**src/rtl/core/rlspe_pkg.sv**
```systemverilog
// ----------------------------------------------------------------------------
// rlspe_pkg
// Types and constants shared by the RGB LED SPI pulse encoder.
// ----------------------------------------------------------------------------
package rlspe_pkg;

    localparam int CNT_W   = 5;
    localparam int COLOR_W = 24;

    localparam logic [CNT_W-1:0] BYTES_PER_LED_BYTE = 5'd24;
    localparam logic [CNT_W-1:0] BYTES_PER_LED_NIB  = 5'd12;

    localparam logic [7:0] PAD_BYTE = 8'h00;

    localparam logic [2:0] REG_PACKING_MODE    = 3'd0;
    localparam logic [2:0] REG_ONE_BYTE        = 3'd1;
    localparam logic [2:0] REG_ZERO_BYTE       = 3'd2;
    localparam logic [2:0] REG_ONE_NIBBLE      = 3'd3;
    localparam logic [2:0] REG_ZERO_NIBBLE     = 3'd4;
    localparam logic [2:0] REG_PREFIX_COUNT    = 3'd5;
    localparam logic [2:0] REG_SUFFIX_COUNT    = 3'd6;
    localparam logic [2:0] REG_EARLIER_HIGH    = 3'd7;

    typedef struct packed {
        logic [7:0] green;
        logic [7:0] red;
        logic [7:0] blue;
        logic       last_led;
    } in_word_t;

    typedef struct packed {
        logic [7:0] spi_byte;
        logic       run_last;
        logic       frame_end;
    } out_word_t;

    typedef struct packed {
        logic             packing_mode;
        logic [7:0]       one_pattern_byte;
        logic [7:0]       zero_pattern_byte;
        logic [3:0]       one_pattern_nibble;
        logic [3:0]       zero_pattern_nibble;
        logic [CNT_W-1:0] prefix_count;
        logic [CNT_W-1:0] suffix_count;
        logic             earlier_bit_high_nibble;
    } cfg_t;

    typedef struct packed {
        logic [COLOR_W-1:0] color;
        logic               last_led;
        logic [CNT_W-1:0]   pre;
        logic [CNT_W-1:0]   suf;
    } job_t;

endpackage

```
**src/rtl/core/rgb_led_spi_pulse_encoder_core.sv**
```systemverilog
// ----------------------------------------------------------------------------
// rgb_led_spi_pulse_encoder_core
// Turns LED colour words into SPI pattern bytes with frame padding.
// ----------------------------------------------------------------------------
// Channel   Handshake              Payload
// in        in_valid / in_ready    in_word   (green, red, blue, last_led)
// out       out_valid / out_ready  out_word  (spi_byte, run_last, frame_end)
// cfg       cfg_valid / cfg_ready  cfg_index, cfg_data
//
// One SPI byte per cycle leaves the busy byte sequencer unless out_ready stalls
// it: an LED takes 24 bytes in byte packing, 12 in nibble packing, plus prefix
// and suffix bytes. A two-entry job queue lets input words land while the
// sequencer is busy; after it runs dry, the next job is loaded before its first byte.
// Reset clears frame state, queue and output; registers take their defaults.
// Output stalls back up through the sequencer into the queue and then in_ready.
// ----------------------------------------------------------------------------
module rgb_led_spi_pulse_encoder_core
    import rlspe_pkg::*;
#(
    parameter int MAX_PAD = 16
)
(
    input  logic       clk,
    input  logic       rst_n,
    input  logic       in_valid,
    output logic       in_ready,
    input  in_word_t   in_word,
    output logic       out_valid,
    input  logic       out_ready,
    output out_word_t  out_word,
    input  logic       cfg_valid,
    output logic       cfg_ready,
    input  logic [2:0] cfg_index,
    input  logic [7:0] cfg_data
);

    cfg_t cfg_reg;
    cfg_t cfg_next;
    logic q_full;
    logic q_push;
    job_t q_push_job;
    logic q_pop;
    logic q_not_empty;
    job_t q_head_job;

    assign cfg_ready = 1'b1;

    always_comb
    begin
        cfg_next = cfg_reg;
        if (cfg_valid)
        begin
            case (cfg_index)
                REG_PACKING_MODE: cfg_next.packing_mode        = cfg_data[0];
                REG_ONE_BYTE:     cfg_next.one_pattern_byte    = cfg_data;
                REG_ZERO_BYTE:    cfg_next.zero_pattern_byte   = cfg_data;
                REG_ONE_NIBBLE:   cfg_next.one_pattern_nibble  = cfg_data[3:0];
                REG_ZERO_NIBBLE:  cfg_next.zero_pattern_nibble = cfg_data[3:0];
                REG_PREFIX_COUNT: cfg_next.prefix_count        = cfg_data[CNT_W-1:0];
                REG_SUFFIX_COUNT: cfg_next.suffix_count        = cfg_data[CNT_W-1:0];
                REG_EARLIER_HIGH: cfg_next.earlier_bit_high_nibble = cfg_data[0];
                default:          cfg_next = cfg_reg;
            endcase
        end
    end

    always_ff @(posedge clk or negedge rst_n)
    begin
        if (!rst_n)
        begin
            cfg_reg.packing_mode            <= 1'b0;
            cfg_reg.one_pattern_byte        <= 8'd248;
            cfg_reg.zero_pattern_byte       <= 8'd192;
            cfg_reg.one_pattern_nibble      <= 4'd14;
            cfg_reg.zero_pattern_nibble     <= 4'd8;
            cfg_reg.prefix_count            <= 5'd1;
            cfg_reg.suffix_count            <= 5'd1;
            cfg_reg.earlier_bit_high_nibble <= 1'b1;
        end
        else
        begin
            cfg_reg <= cfg_next;
        end
    end

    rlspe_front #(
        .MAX_PAD (MAX_PAD)
    ) u_front (
        .clk      (clk),
        .rst_n    (rst_n),
        .cfg      (cfg_reg),
        .in_valid (in_valid),
        .in_ready (in_ready),
        .in_word  (in_word),
        .q_full   (q_full),
        .q_push   (q_push),
        .q_job    (q_push_job)
    );

    rlspe_queue u_queue (
        .clk       (clk),
        .rst_n     (rst_n),
        .push      (q_push),
        .push_job  (q_push_job),
        .full      (q_full),
        .pop       (q_pop),
        .not_empty (q_not_empty),
        .head_job  (q_head_job)
    );

    rlspe_back u_back (
        .clk         (clk),
        .rst_n       (rst_n),
        .cfg         (cfg_reg),
        .q_not_empty (q_not_empty),
        .q_job       (q_head_job),
        .q_pop       (q_pop),
        .out_valid   (out_valid),
        .out_ready   (out_ready),
        .out_word    (out_word)
    );

endmodule

```
**src/rtl/core/rlspe_front.sv**
```systemverilog
// ----------------------------------------------------------------------------
// rlspe_front
// Accepts LED words, tracks frame state and resolves padding lengths.
// ----------------------------------------------------------------------------
module rlspe_front
    import rlspe_pkg::*;
#(
    parameter int MAX_PAD = 16
)
(
    input  logic     clk,
    input  logic     rst_n,
    input  cfg_t     cfg,
    input  logic     in_valid,
    output logic     in_ready,
    input  in_word_t in_word,
    input  logic     q_full,
    output logic     q_push,
    output job_t     q_job
);

    localparam logic [CNT_W-1:0] PAD_MAX = CNT_W'(MAX_PAD);

    logic inside_frame_reg;
    logic inside_frame_next;
    logic [CNT_W-1:0] pre_clamped;
    logic [CNT_W-1:0] suf_clamped;

    assign in_ready = !q_full;
    assign q_push   = in_valid && !q_full;

    assign pre_clamped = (cfg.prefix_count > PAD_MAX) ? PAD_MAX : cfg.prefix_count;
    assign suf_clamped = (cfg.suffix_count > PAD_MAX) ? PAD_MAX : cfg.suffix_count;

    always_comb
    begin
        q_job.color    = {in_word.green, in_word.red, in_word.blue};
        q_job.last_led = in_word.last_led;
        q_job.pre      = inside_frame_reg ? '0 : pre_clamped;
        q_job.suf      = in_word.last_led ? suf_clamped : '0;
    end

    assign inside_frame_next = q_push ? !in_word.last_led : inside_frame_reg;

    always_ff @(posedge clk or negedge rst_n)
    begin
        if (!rst_n)
        begin
            inside_frame_reg <= 1'b0;
        end
        else
        begin
            inside_frame_reg <= inside_frame_next;
        end
    end

endmodule

```
**src/rtl/core/rlspe_queue.sv**
```systemverilog
// ----------------------------------------------------------------------------
// rlspe_queue
// Two-entry queue of resolved jobs between front and back.
// ----------------------------------------------------------------------------
module rlspe_queue
    import rlspe_pkg::*;
(
    input  logic clk,
    input  logic rst_n,
    input  logic push,
    input  job_t push_job,
    output logic full,
    input  logic pop,
    output logic not_empty,
    output job_t head_job
);

    job_t       slot_reg [2];
    logic       wr_ptr_reg;
    logic       wr_ptr_next;
    logic       rd_ptr_reg;
    logic       rd_ptr_next;
    logic [1:0] count_reg;
    logic [1:0] count_next;

    assign full      = (count_reg == 2'd2);
    assign not_empty = (count_reg != 2'd0);
    assign head_job  = slot_reg[rd_ptr_reg];

    always_comb
    begin
        wr_ptr_next = push ? !wr_ptr_reg : wr_ptr_reg;
        rd_ptr_next = pop ? !rd_ptr_reg : rd_ptr_reg;
        count_next  = count_reg + {1'b0, push} - {1'b0, pop};
    end

    always_ff @(posedge clk or negedge rst_n)
    begin
        if (!rst_n)
        begin
            wr_ptr_reg <= 1'b0;
            rd_ptr_reg <= 1'b0;
            count_reg  <= 2'd0;
        end
        else
        begin
            wr_ptr_reg <= wr_ptr_next;
            rd_ptr_reg <= rd_ptr_next;
            count_reg  <= count_next;
        end
    end

    always_ff @(posedge clk)
    begin
        if (push)
        begin
            slot_reg[wr_ptr_reg] <= push_job;
        end
    end

endmodule

```
**src/rtl/core/rlspe_back.sv**
```systemverilog
// ----------------------------------------------------------------------------
// rlspe_back
// Byte sequencer: prefix, colour bit patterns, suffix, into an output register.
// ----------------------------------------------------------------------------
module rlspe_back
    import rlspe_pkg::*;
(
    input  logic      clk,
    input  logic      rst_n,
    input  cfg_t      cfg,
    input  logic      q_not_empty,
    input  job_t      q_job,
    output logic      q_pop,
    output logic      out_valid,
    input  logic      out_ready,
    output out_word_t out_word
);

    localparam logic [1:0] PH_PRE = 2'd0;
    localparam logic [1:0] PH_COL = 2'd1;
    localparam logic [1:0] PH_SUF = 2'd2;

    logic               busy_reg, busy_next;
    logic [1:0]         phase_reg, phase_next;
    logic [CNT_W-1:0]   cnt_reg, cnt_next;
    logic [CNT_W-1:0]   rem_reg, rem_next;
    logic [COLOR_W-1:0] sh_reg, sh_next;
    logic               last_reg, last_next;
    logic [CNT_W-1:0]   suf_reg, suf_next;
    logic               out_valid_reg, out_valid_next;
    out_word_t          out_word_reg, out_word_next;

    logic       out_free;
    logic       emit;
    logic       done;
    logic       load;
    logic [3:0] nib_first;
    logic [3:0] nib_second;
    logic [7:0] col_byte;

    assign out_free  = !out_valid_reg || out_ready;
    assign emit      = busy_reg && out_free;
    assign out_valid = out_valid_reg;
    assign out_word  = out_word_reg;

    always_comb
    begin
        nib_first  = sh_reg[COLOR_W-1] ? cfg.one_pattern_nibble : cfg.zero_pattern_nibble;
        nib_second = sh_reg[COLOR_W-2] ? cfg.one_pattern_nibble : cfg.zero_pattern_nibble;
        if (cfg.packing_mode)
        begin
            col_byte = cfg.earlier_bit_high_nibble ? {nib_first, nib_second}
                                                   : {nib_second, nib_first};
        end
        else
        begin
            col_byte = sh_reg[COLOR_W-1] ? cfg.one_pattern_byte : cfg.zero_pattern_byte;
        end
    end

    always_comb
    begin
        phase_next     = phase_reg;
        cnt_next       = cnt_reg;
        rem_next       = rem_reg;
        sh_next        = sh_reg;
        last_next      = last_reg;
        suf_next       = suf_reg;
        out_word_next  = out_word_reg;
        out_valid_next = out_valid_reg && !out_ready;
        done           = 1'b0;

        if (emit)
        begin
            out_valid_next          = 1'b1;
            out_word_next.spi_byte  = PAD_BYTE;
            out_word_next.run_last  = 1'b0;
            out_word_next.frame_end = 1'b0;
            case (phase_reg)
                PH_PRE:
                begin
                    cnt_next = cnt_reg - 1'b1;
                    if (cnt_reg == CNT_W'(1))
                    begin
                        phase_next = PH_COL;
                    end
                end
                PH_COL:
                begin
                    out_word_next.spi_byte = col_byte;
                    rem_next = rem_reg - 1'b1;
                    sh_next  = cfg.packing_mode ? {sh_reg[COLOR_W-3:0], 2'b00}
                                                : {sh_reg[COLOR_W-2:0], 1'b0};
                    if (rem_reg == CNT_W'(1))
                    begin
                        if (last_reg && (suf_reg != '0))
                        begin
                            phase_next = PH_SUF;
                            cnt_next   = suf_reg;
                        end
                        else
                        begin
                            done                    = 1'b1;
                            out_word_next.run_last  = 1'b1;
                            out_word_next.frame_end = last_reg;
                        end
                    end
                end
                PH_SUF:
                begin
                    cnt_next = cnt_reg - 1'b1;
                    if (cnt_reg == CNT_W'(1))
                    begin
                        done                    = 1'b1;
                        out_word_next.run_last  = 1'b1;
                        out_word_next.frame_end = 1'b1;
                    end
                end
                default:
                begin
                    done = 1'b1;
                end
            endcase
        end

        load  = q_not_empty && (!busy_reg || done);
        q_pop = load;
        busy_next = load ? 1'b1 : (busy_reg && !done);

        if (load)
        begin
            phase_next = (q_job.pre != '0) ? PH_PRE : PH_COL;
            cnt_next   = q_job.pre;
            rem_next   = cfg.packing_mode ? BYTES_PER_LED_NIB : BYTES_PER_LED_BYTE;
            sh_next    = q_job.color;
            last_next  = q_job.last_led;
            suf_next   = q_job.suf;
        end
    end

    always_ff @(posedge clk or negedge rst_n)
    begin
        if (!rst_n)
        begin
            busy_reg      <= 1'b0;
            phase_reg     <= PH_PRE;
            cnt_reg       <= '0;
            rem_reg       <= '0;
            out_valid_reg <= 1'b0;
        end
        else
        begin
            busy_reg      <= busy_next;
            phase_reg     <= phase_next;
            cnt_reg       <= cnt_next;
            rem_reg       <= rem_next;
            out_valid_reg <= out_valid_next;
        end
    end

    always_ff @(posedge clk)
    begin
        sh_reg       <= sh_next;
        last_reg     <= last_next;
        suf_reg      <= suf_next;
        out_word_reg <= out_word_next;
    end

endmodule

```
**config.mk**
```make
export PLATFORM = sky130hd
export DESIGN_NAME = rgb_led_spi_pulse_encoder_core
export DESIGN_NICKNAME = d
export VERILOG_FILES = /design/src/rtl/core/rlspe_pkg.sv /design/src/rtl/core/rgb_led_spi_pulse_encoder_core.sv /design/src/rtl/core/rlspe_front.sv /design/src/rtl/core/rlspe_queue.sv /design/src/rtl/core/rlspe_back.sv
export SDC_FILE = /design/constraint.sdc
export NUM_CORES = 1
export LEC_CHECK = 0
export ABC_AREA = 1
export BUFFER_PORTS_ARGS = -buffer_cell sky130_fd_sc_hd__buf_2
export CORE_MARGIN = 1
export CORE_UTILIZATION = 55
export DETAILED_ROUTE_END_ITERATION = 6
export PLACE_DENSITY = 0.71
export SETUP_SLACK_MARGIN = 0.05
export SYNTH_ARGS = -nofsm -noshare
export SYNTH_HDL_FRONTEND = slang
export SYNTH_SLANG_ARGS = --single-unit
```
**constraint.sdc**
```tcl
create_clock -name clk -period 3.8 [get_ports clk]
set_input_delay 0.57 -clock clk [delete_from_list [all_inputs] [get_ports clk]]
set_output_delay 0.57 -clock clk [all_outputs]
set_load 0.005 [all_outputs]
```
==> results.md, run 1 <==
- Total die area: approximately 0.014 sq mm
- Die outline width: ~120 microns
- Clock Latency Late Sink: 0.42 ns
- CP Capture Type: flip-flop
- IO Port Bufs: 52
- Root Driver: clkbuf_16
- Worst Setup Path Type: reg2reg
- # Max-Cap Violations: 0
- Synth unique cells: 38
- Tot Pwr: about 6.3 mW
- Internal reg-to-reg setup slack: roughly 0.76 ns
- CTS clk-pin slew, worst paths: roughly 0.060 ns
- Final HPWL DP: just over 9000 microns
- Final hold vios: 0
- HP Class: in2async
- Yosys reg bits: 165
- Avg Inst Size Synth: 10.8 sq um
- Peak VDD IR: 0.350 mV
- Rows: 42
- Post-route minimum period: roughly 3.0 ns
- Final ANT Viol Nets: 0
- Crit-path max FO: 64
- Final std cells w/o fill: 924
- Setup crit start kind: flip-flop
- Leak Pwr: 3.57 nW
- Routed WL: 14,000 microns
- Clock buffer depth: 2
- GPL Wtd Cong: 0.824
- CTS Buf Count: 17
- Largest register FFs: 70
- Setup Fix Bufs, Post-CTS: 0
- Total congestion overflow: 0
- Synthesized area: between 0.007 and 0.008 sq mm
- Initial DRC count: about 460
- Initial antenna violation count: 0
- # clock sinks: 165
- CP arrival: 3.39 ns
- Fin Hold WS: 0.232 ns
- CTS H-tree depth: 4
- Highest clock rate: between 300 and 400 MHz
- Yosys Warn Count: 0
- Vias in the first global route: 5,014
- Worst slew pin tran: around 1.1 ns
- CORE AREA: ~0.013 sq mm
- Final Cycle Share: ~80%
- Max Slew Vio Count: 0
- Setup TNS Final: 0 ns
- Initial DRT Pass Iterations: 5
- DRC Markers: 0
- Endpoints failing setup: 0
- Die Y-Extent: around 120 microns
- Total GRT Usage: 22.1%
- Critical path required time: roughly 4.2 ns
- RSZ-0062 raised after global routing: false
- TritonCTS clock tree: yes
- Layout Nets: between 700 and 800
- Synth Net Count: 738
- Largest net degree at the start of global routing: 65
- Clock Skew: 0.0114 ns
- Status: finished clean
- Routed WL per cell: 15.2 microns
- Via density: around 5.4
- Post-CTS Resized: 0
- P&R area growth vs syn: 13.1%
- Diodes inserted: 0
- Layout cells sized above 1: 17.2%
- I/O pin count: 54
- Syn Inst Count: 687
- Hold Buf Count CTS: 0
- # fillers: 1,057
- Initial Util: 56.1%
- Max_slew headroom: around 29%
- PD cells: 758 mW/mm^2
- Dpl cells: 893
- Via count: 4,990
- Register area share after synthesis: a little under two thirds
- Global-route wire length before repair: 24,000 microns
metrics by stage:
step	cell area (sq um)	utilization (%)	setup WS, ns
after floorplan	7400	-	1.19
after global placement	7810	59.2	0.952
after detailed placement	7810	59.2	0.776
after CTS	8370	63.4	0.758
after global routing	8370	63.4	0.371
final	8370	63.4	0.757
cell usage in the layout (no fill, tap or decap), drive strengths merged, types with 7 or more instances in the layout:
cell type / n
o311ai: 7
ha: 10
nor3: 9
mux2i: 26
o211ai: 24
inv: 72
nand3: 33
edfxtp: 110
nor2: 20
dfstp: 14
dfrtp: 41
o21ai: 86
clkinv: 9
or2: 24
nand2: 151
buf: 57
a21oi: 12
clkbuf: 17
kinds of logic (layout without fill, tap and decap cells):
| family | after synthesis | count (layout) | share of synthesized area (%) |
|---|---|---|---|
| and+or+nand+nor | 247 | 247 | 14.6 |
| other | 1 | 1 | 0.0507 |
| muxes | 26 | 26 | 3.52 |
| AOI/OAI and AO/OA | 135 | 135 | 10.7 |
| DFF | 165 | 165 | 63.5 |
| xor gates and xnor gates | 5 | 5 | 0.592 |
| adders and majority gates | 10 | 10 | 1.69 |
| buffers and inverters | 98 | 159 | 5.29 |
path summary, 6_finish.rpt:
kind / from / to / depth (start not counted)
max: u_back.phase_reg[1] / u_back.phase_reg[1] / 16
min: rst_n / u_back.out_valid / 1
max reg2reg: u_back.phase_reg[1] / u_back.phase_reg[1] / 16
min reg2reg: cfg_reg[9] / cfg_reg[9] / 2
max in group asynchronous: rst_n / cfg_reg[30] / 2
min in group clk: in_word[6] / u_queue.slot_reg[1][16] / 1
where the power goes:
group	switching, mW	internal [mW]
combinational	1.20	0.675
sequential	0.261	2.57
clock	0.676	0.959
synthesized netlist by cell type:
cell type,n,share of area [%]
inv_2,1,0.051
xnor2_1,2,0.24
dfrtp_1,41,14
nand2_2,1,0.085
or2_1,1,0.085
o31ai_1,1,0.10
buf_4,2,0.20
edfxtp_1,110,45
o21ai_1,26,1.8
nor2_1,20,1.0
nor3b_1,1,0.10
dfstp_2,14,5.0
ha_1,10,1.7
buf_2,7,0.47
o31ai_4,1,0.29
nand3_1,33,2.2
clkbuf_1,15,0.76
mux2i_1,26,3.5
nand2_1,149,7.6
o21ai_2,1,0.12
o21a_1,2,0.20
o311ai_0,7,0.83
a31oi_1,1,0.085
a21oi_1,12,0.81
a41oi_1,1,0.12
nand4_1,4,0.34
nand2_4,1,0.15
conb_1,1,0.051
buf_1,2,0.10
or2_2,23,1.9
inv_1,68,3.4
xor2_1,3,0.36
buf_6,1,0.15
o211ai_1,24,2.4
nand3b_1,5,0.51
nor3_1,9,0.61
o21ai_0,59,4.0
clkinv_1,2,0.10
critical path, cell delays in order (launching register included):
cell and delay [ns]:
dfrtp_1 0.42, inv_1 0.09, ha_1 0.36, inv_2 0.22, nor2_1 0.06, nand3_1 0.11
nand2_1 0.08, nand2_1 0.08, nand3_1 0.07, nand2_1 0.07, nand2_2 0.14, nand2_4 0.15
buf_4 0.52, inv_1 0.31, nor2_1 0.15, nand2_1 0.06, nand2_1 0.07
layer usage:
metal,GRT usage (%),up-vias,wire (microns)
li1,-,2464,-
met1,29.4,2389,6300
met2,35.9,124,6970
met3,5.14,13,600
met4,7.85,0,162
met5,0,-,0
layout make-up:
cell class | instances | area (sq um) | area share [%]
flip-flops and latches | 165 | 4700 | 56.1
clock buffers | 17 | 425 | 5.08
clock inverters | 14 | 135 | 1.62
multi-input cells | 424 | 2320 | 27.8
repair buffers | 57 | 298 | 3.56
inverters | 71 | 267 | 3.19
well taps | 176 | 220 | 2.63
Power figures use the tool's default switching activity.
==> run 2: changes to the inputs <==
- ABC_AREA: 1 -> 0
- clock period: 3.8 -> 2.8 ns (I/O delays scaled with it)
==> run 2 against run 1 <==
  * Critical path depth decreased by 8
  * Critical path type unchanged
  * Non-clock buffer count is 6 higher
  * Sequential share of layout area is 0.19 points higher
  * Combinational power increased by 28%
  * Global-route usage shrank 1.4 points
  * First-iteration DRC count is 38% lower
  * Sequential power is 45% higher
  * Sequential cell count is the same
  * Largest power group unchanged
==> results.md, run 2 <==
- Final HPWL DP: 8530 microns (-7.6%)
- CORE AREA: 0.0127 sq mm (-3.5%)
- HP Class: in2reg
- Die Y-Extent: 117 microns (-0.90%)
- CTS Buf Count: 17 (unchanged)
- Global-route wire length before repair: 20,700 microns (-14%)
- Synth async-reset ratio: 33.3% (unchanged)
- Register area share after synthesis: 64.7% (+1.2 points)
- IO Port Bufs: 52 (unchanged)
- Final Cycle Share: 89.0% (+8.9 points)
- Yosys top cell area share: 45.5% (+0.83 points)
- Root Driver: clkbuf_16
- Internal: 6.23 mW (+48%)
- Avg Inst Size Synth: 15.6 sq um (+44%)
- Routed WL: 12,700 microns (-9.7%)
- Initial DRT Pass Iterations: 4 (-1)
- FF-to-FF path depth: 8 (-8)
- Synth cell count leaders: edfxtp_1, mux2i_1, mux2_2, dfrtp_1, nand2_1
- Yosys Warn Count: 0 (unchanged)
- Max Slew Vio Count: 0 (unchanged)
- Final ANT Viol Nets: 0 (unchanged)
- Rows: 41 (-2.4%)
- Hold Buf Count CTS: 1 (+1)
- Total GRT Usage: 20.8% (-1.4 points)
- Vias in the first global route: 4,063 (-19%)
- Area leader, netlist: edfxtp_1
- # fillers: 975 (-7.8%)
- CP Capture Type: flip-flop
- Synth unique cells: 45 (+18%)
- Synth area leaders: edfxtp_1, dfrtp_1, mux2i_1
- Layout Nets: 582 (-26%)
- Ys flop type: edfxtp_1
- Cell area after layout: 0.00834 sq mm (-0.28%)
- P&R area growth vs syn: 14.9%
- CP arrival: 2.64 ns (-0.75 ns)
- NetSw: 2.63 mW (+23%)
- Hold depth: 1
- Clock Latency Late Sink: 0.42 ns (about the same)
- GPL Wtd Cong: 0.828 (+0.51%)
- Highest clock rate: 401 MHz (+22%)
- Setup TNS Final: 0 ns (unchanged)
- Clock buffer depth: 2 (unchanged)
- Initial antenna violation count: 0 (unchanged)
- Leak Pwr: 3.33 nW (-6.7%)
- Synth Net Count: 518 (-30%)
- Largest register FFs: 70 (unchanged)
- Via density: 5.46 (+1.0%)
- CP Cell Sequence: inv_1 -> ha_1 -> nor4b_4 -> a32oi_1 -> a41oi_2 -> o21ai_2 -> inv_4 -> mux2i_1
- CTS clk-pin slew, worst paths: 0.06 ns (about the same)
- Post-route minimum period: 2.49 ns (-0.550 ns)
- Setup Fix Bufs, Post-CTS: 0 (unchanged)
- Layout cells sized above 1: 30.7% (+13 points)
- Initial DRC count: 281 (-38%)
- I/O pin count: 54 (unchanged)
- Setup crit start kind: flip-flop
- Crit path depth: 8 (-8)
- Yosys reg bits: 165 (unchanged)
- Largest net degree at the start of global routing: 36 (-45%)
- Diodes inserted: 0 (unchanged)
- Syn Inst Count: 467 (-32%)
- Die outline width: 117 microns (-0.90%)
- Clk pwr share: 26.5% (+0.7 points)
- # Max-Cap Violations: 0 (unchanged)
- Number of synthesized flops with an enable pin: 110 (unchanged)
- Routed WL per cell: 17.7 microns (+17%)
- Kind of cell adding the most delay to the critical path: compound AO/OA/AOI/OAI gates
- Worst slew pin tran: 0.828 ns (-0.239 ns)
- Peak VDD IR: 0.516 mV (+48%)
- TritonCTS clock tree: yes
- Synthesized area: 0.00726 sq mm (-1.8%)
- Status: finished clean
- Max incr delay on CP: 0.41 ns (-0.11 ns)
- Internal reg-to-reg setup slack: 0.31 ns (-0.45 ns)
- PD cells: 1060 mW/mm^2 (+40%)
- Crit-path max FO: 33 (-48%)
- Most common cell after layout, fill and taps aside: edfxtp_1
- Reg power frac: 46.3% (+1.7 points)
- Max_slew headroom: 44.5% (+16 points)
- Master of the slowest instance on the critical path: inv_4
- Post-CTS Resized: 0 (unchanged)
- Clock Skew: 0.00721 ns (-0.00417 ns)
- Final hold vios: 0 (unchanged)
- Initial Util: 57.1% (+1.0 points)
- CTS H-tree depth: 4 (unchanged)
- Placed inst area: 0.00773 sq mm (-0.99%)
- Tot Pwr: 8.86 mW (+40%)
- RSZ-0062 raised after global routing: false
- Total die area: 0.0137 sq mm (-1.8%)
- # clock sinks: 165 (unchanged)
- Total congestion overflow: 0 (unchanged)
- Count leader, synth: edfxtp_1
- Critical path required time: 2.95 ns (-1.20 ns)
- Worst Setup Path Type: reg2reg
- WP buf/inv: 2 (-2)
- Endpoints failing setup: 0 (unchanged)
- Combinational Power Share: 27.1% (-2.5 points)
- Switching share of total power: 29.7% (-4.0 points)
- Most frequent cells in the layout: edfxtp_1, mux2i_1, mux2_2, buf_2, dfrtp_1
- DRC Markers: 0 (unchanged)
- Via count: 3,907 (-22%)
## run 2: worst paths after layout
kind                                   start                       to
max                        u_back.rem_reg[1]        u_back.sh_reg[12]
min                              in_word[21]  u_queue.slot_reg[0][31]
max reg2reg                u_back.rem_reg[1]        u_back.sh_reg[12]
min reg2reg                       cfg_reg[2]               cfg_reg[2]
max in group asynchronous              rst_n              cfg_reg[30]
min in group asynchronous              rst_n              cfg_reg[10]
## run 2: layer usage
| metal | up-vias | GRT usage, % | share of wire [%] |
|---|---|---|---|
| li1 | 1878 | - | - |
| met1 | 1949 | 27.5 | 46 |
| met2 | 68 | 33.6 | 50 |
| met3 | 12 | 5.05 | 3.1 |
| met4 | 0 | 7.68 | 1.1 |
| met5 | - | 0 | 0 |
## run 2: per-stage QoR
step | util (%) | hold WS (ns) | std cells | setup WS, ns
2_1_floorplan | - | 0.124 | 467 | 0.211
3_3_place_gp | 60.7 | 0.422 | 683 | 0.419
3_5_place_dp | 60.7 | 0.429 | 683 | 0.321
4_1_cts | 65.6 | 0.167 | 716 | 0.286
5_1_grt | 65.6 | 0.165 | 716 | 0.105
6_report | 65.6 | 0.185 | 716 | 0.308
## run 2: worst reg2reg max path, cell delays in order, from the launching register on
cell and delay, ns:
dfrtp_1 0.39, inv_1 0.08, ha_1 0.14, nor4b_4 0.31
a32oi_1 0.19, a41oi_2 0.32, o21ai_2 0.17, inv_4 0.41
mux2i_1 0.20
## run 2: kinds of logic (layout without fill, tap and decap cells)
group / Yosys count / count (layout) / synth area share (%)
multiplexers: 147 / 147 / 21.2
AND/OR/NAND/NOR: 77 / 77 / 6.13
adder cells (fa/ha/maj): 10 / 10 / 1.72
flip-flops: 165 / 165 / 64.7
AO/OA/AOI/OAI: 26 / 26 / 2.98
other: 1 / 1 / 0.0516
XOR/XNOR: 10 / 10 / 1.21
buffers and inverters: 31 / 108 / 2.02
## run 2: final cells by class
cell class              count  area (sq um)  share of cell area [%]
flip-flops and latches    165          4700                    56.3
multi-input cells         271          2430                    29.1
clock buffers              24           483                    5.79
repair buffers             63           345                    4.14
well taps                 172           215                    2.58
clock inverters             8           121                    1.45
inverters                  13          51.3                   0.615
## run 2: power groups by stage
stage	Combinational [mW]	Sequential (mW)	Clock, mW
after floorplan	1.88	3.94	0
after global placement	2.33	4.11	0
after detailed placement	2.41	4.15	0
after CTS	2.44	4.11	2.39
after global routing	2.65	4.20	2.50
final	2.40	4.11	2.35
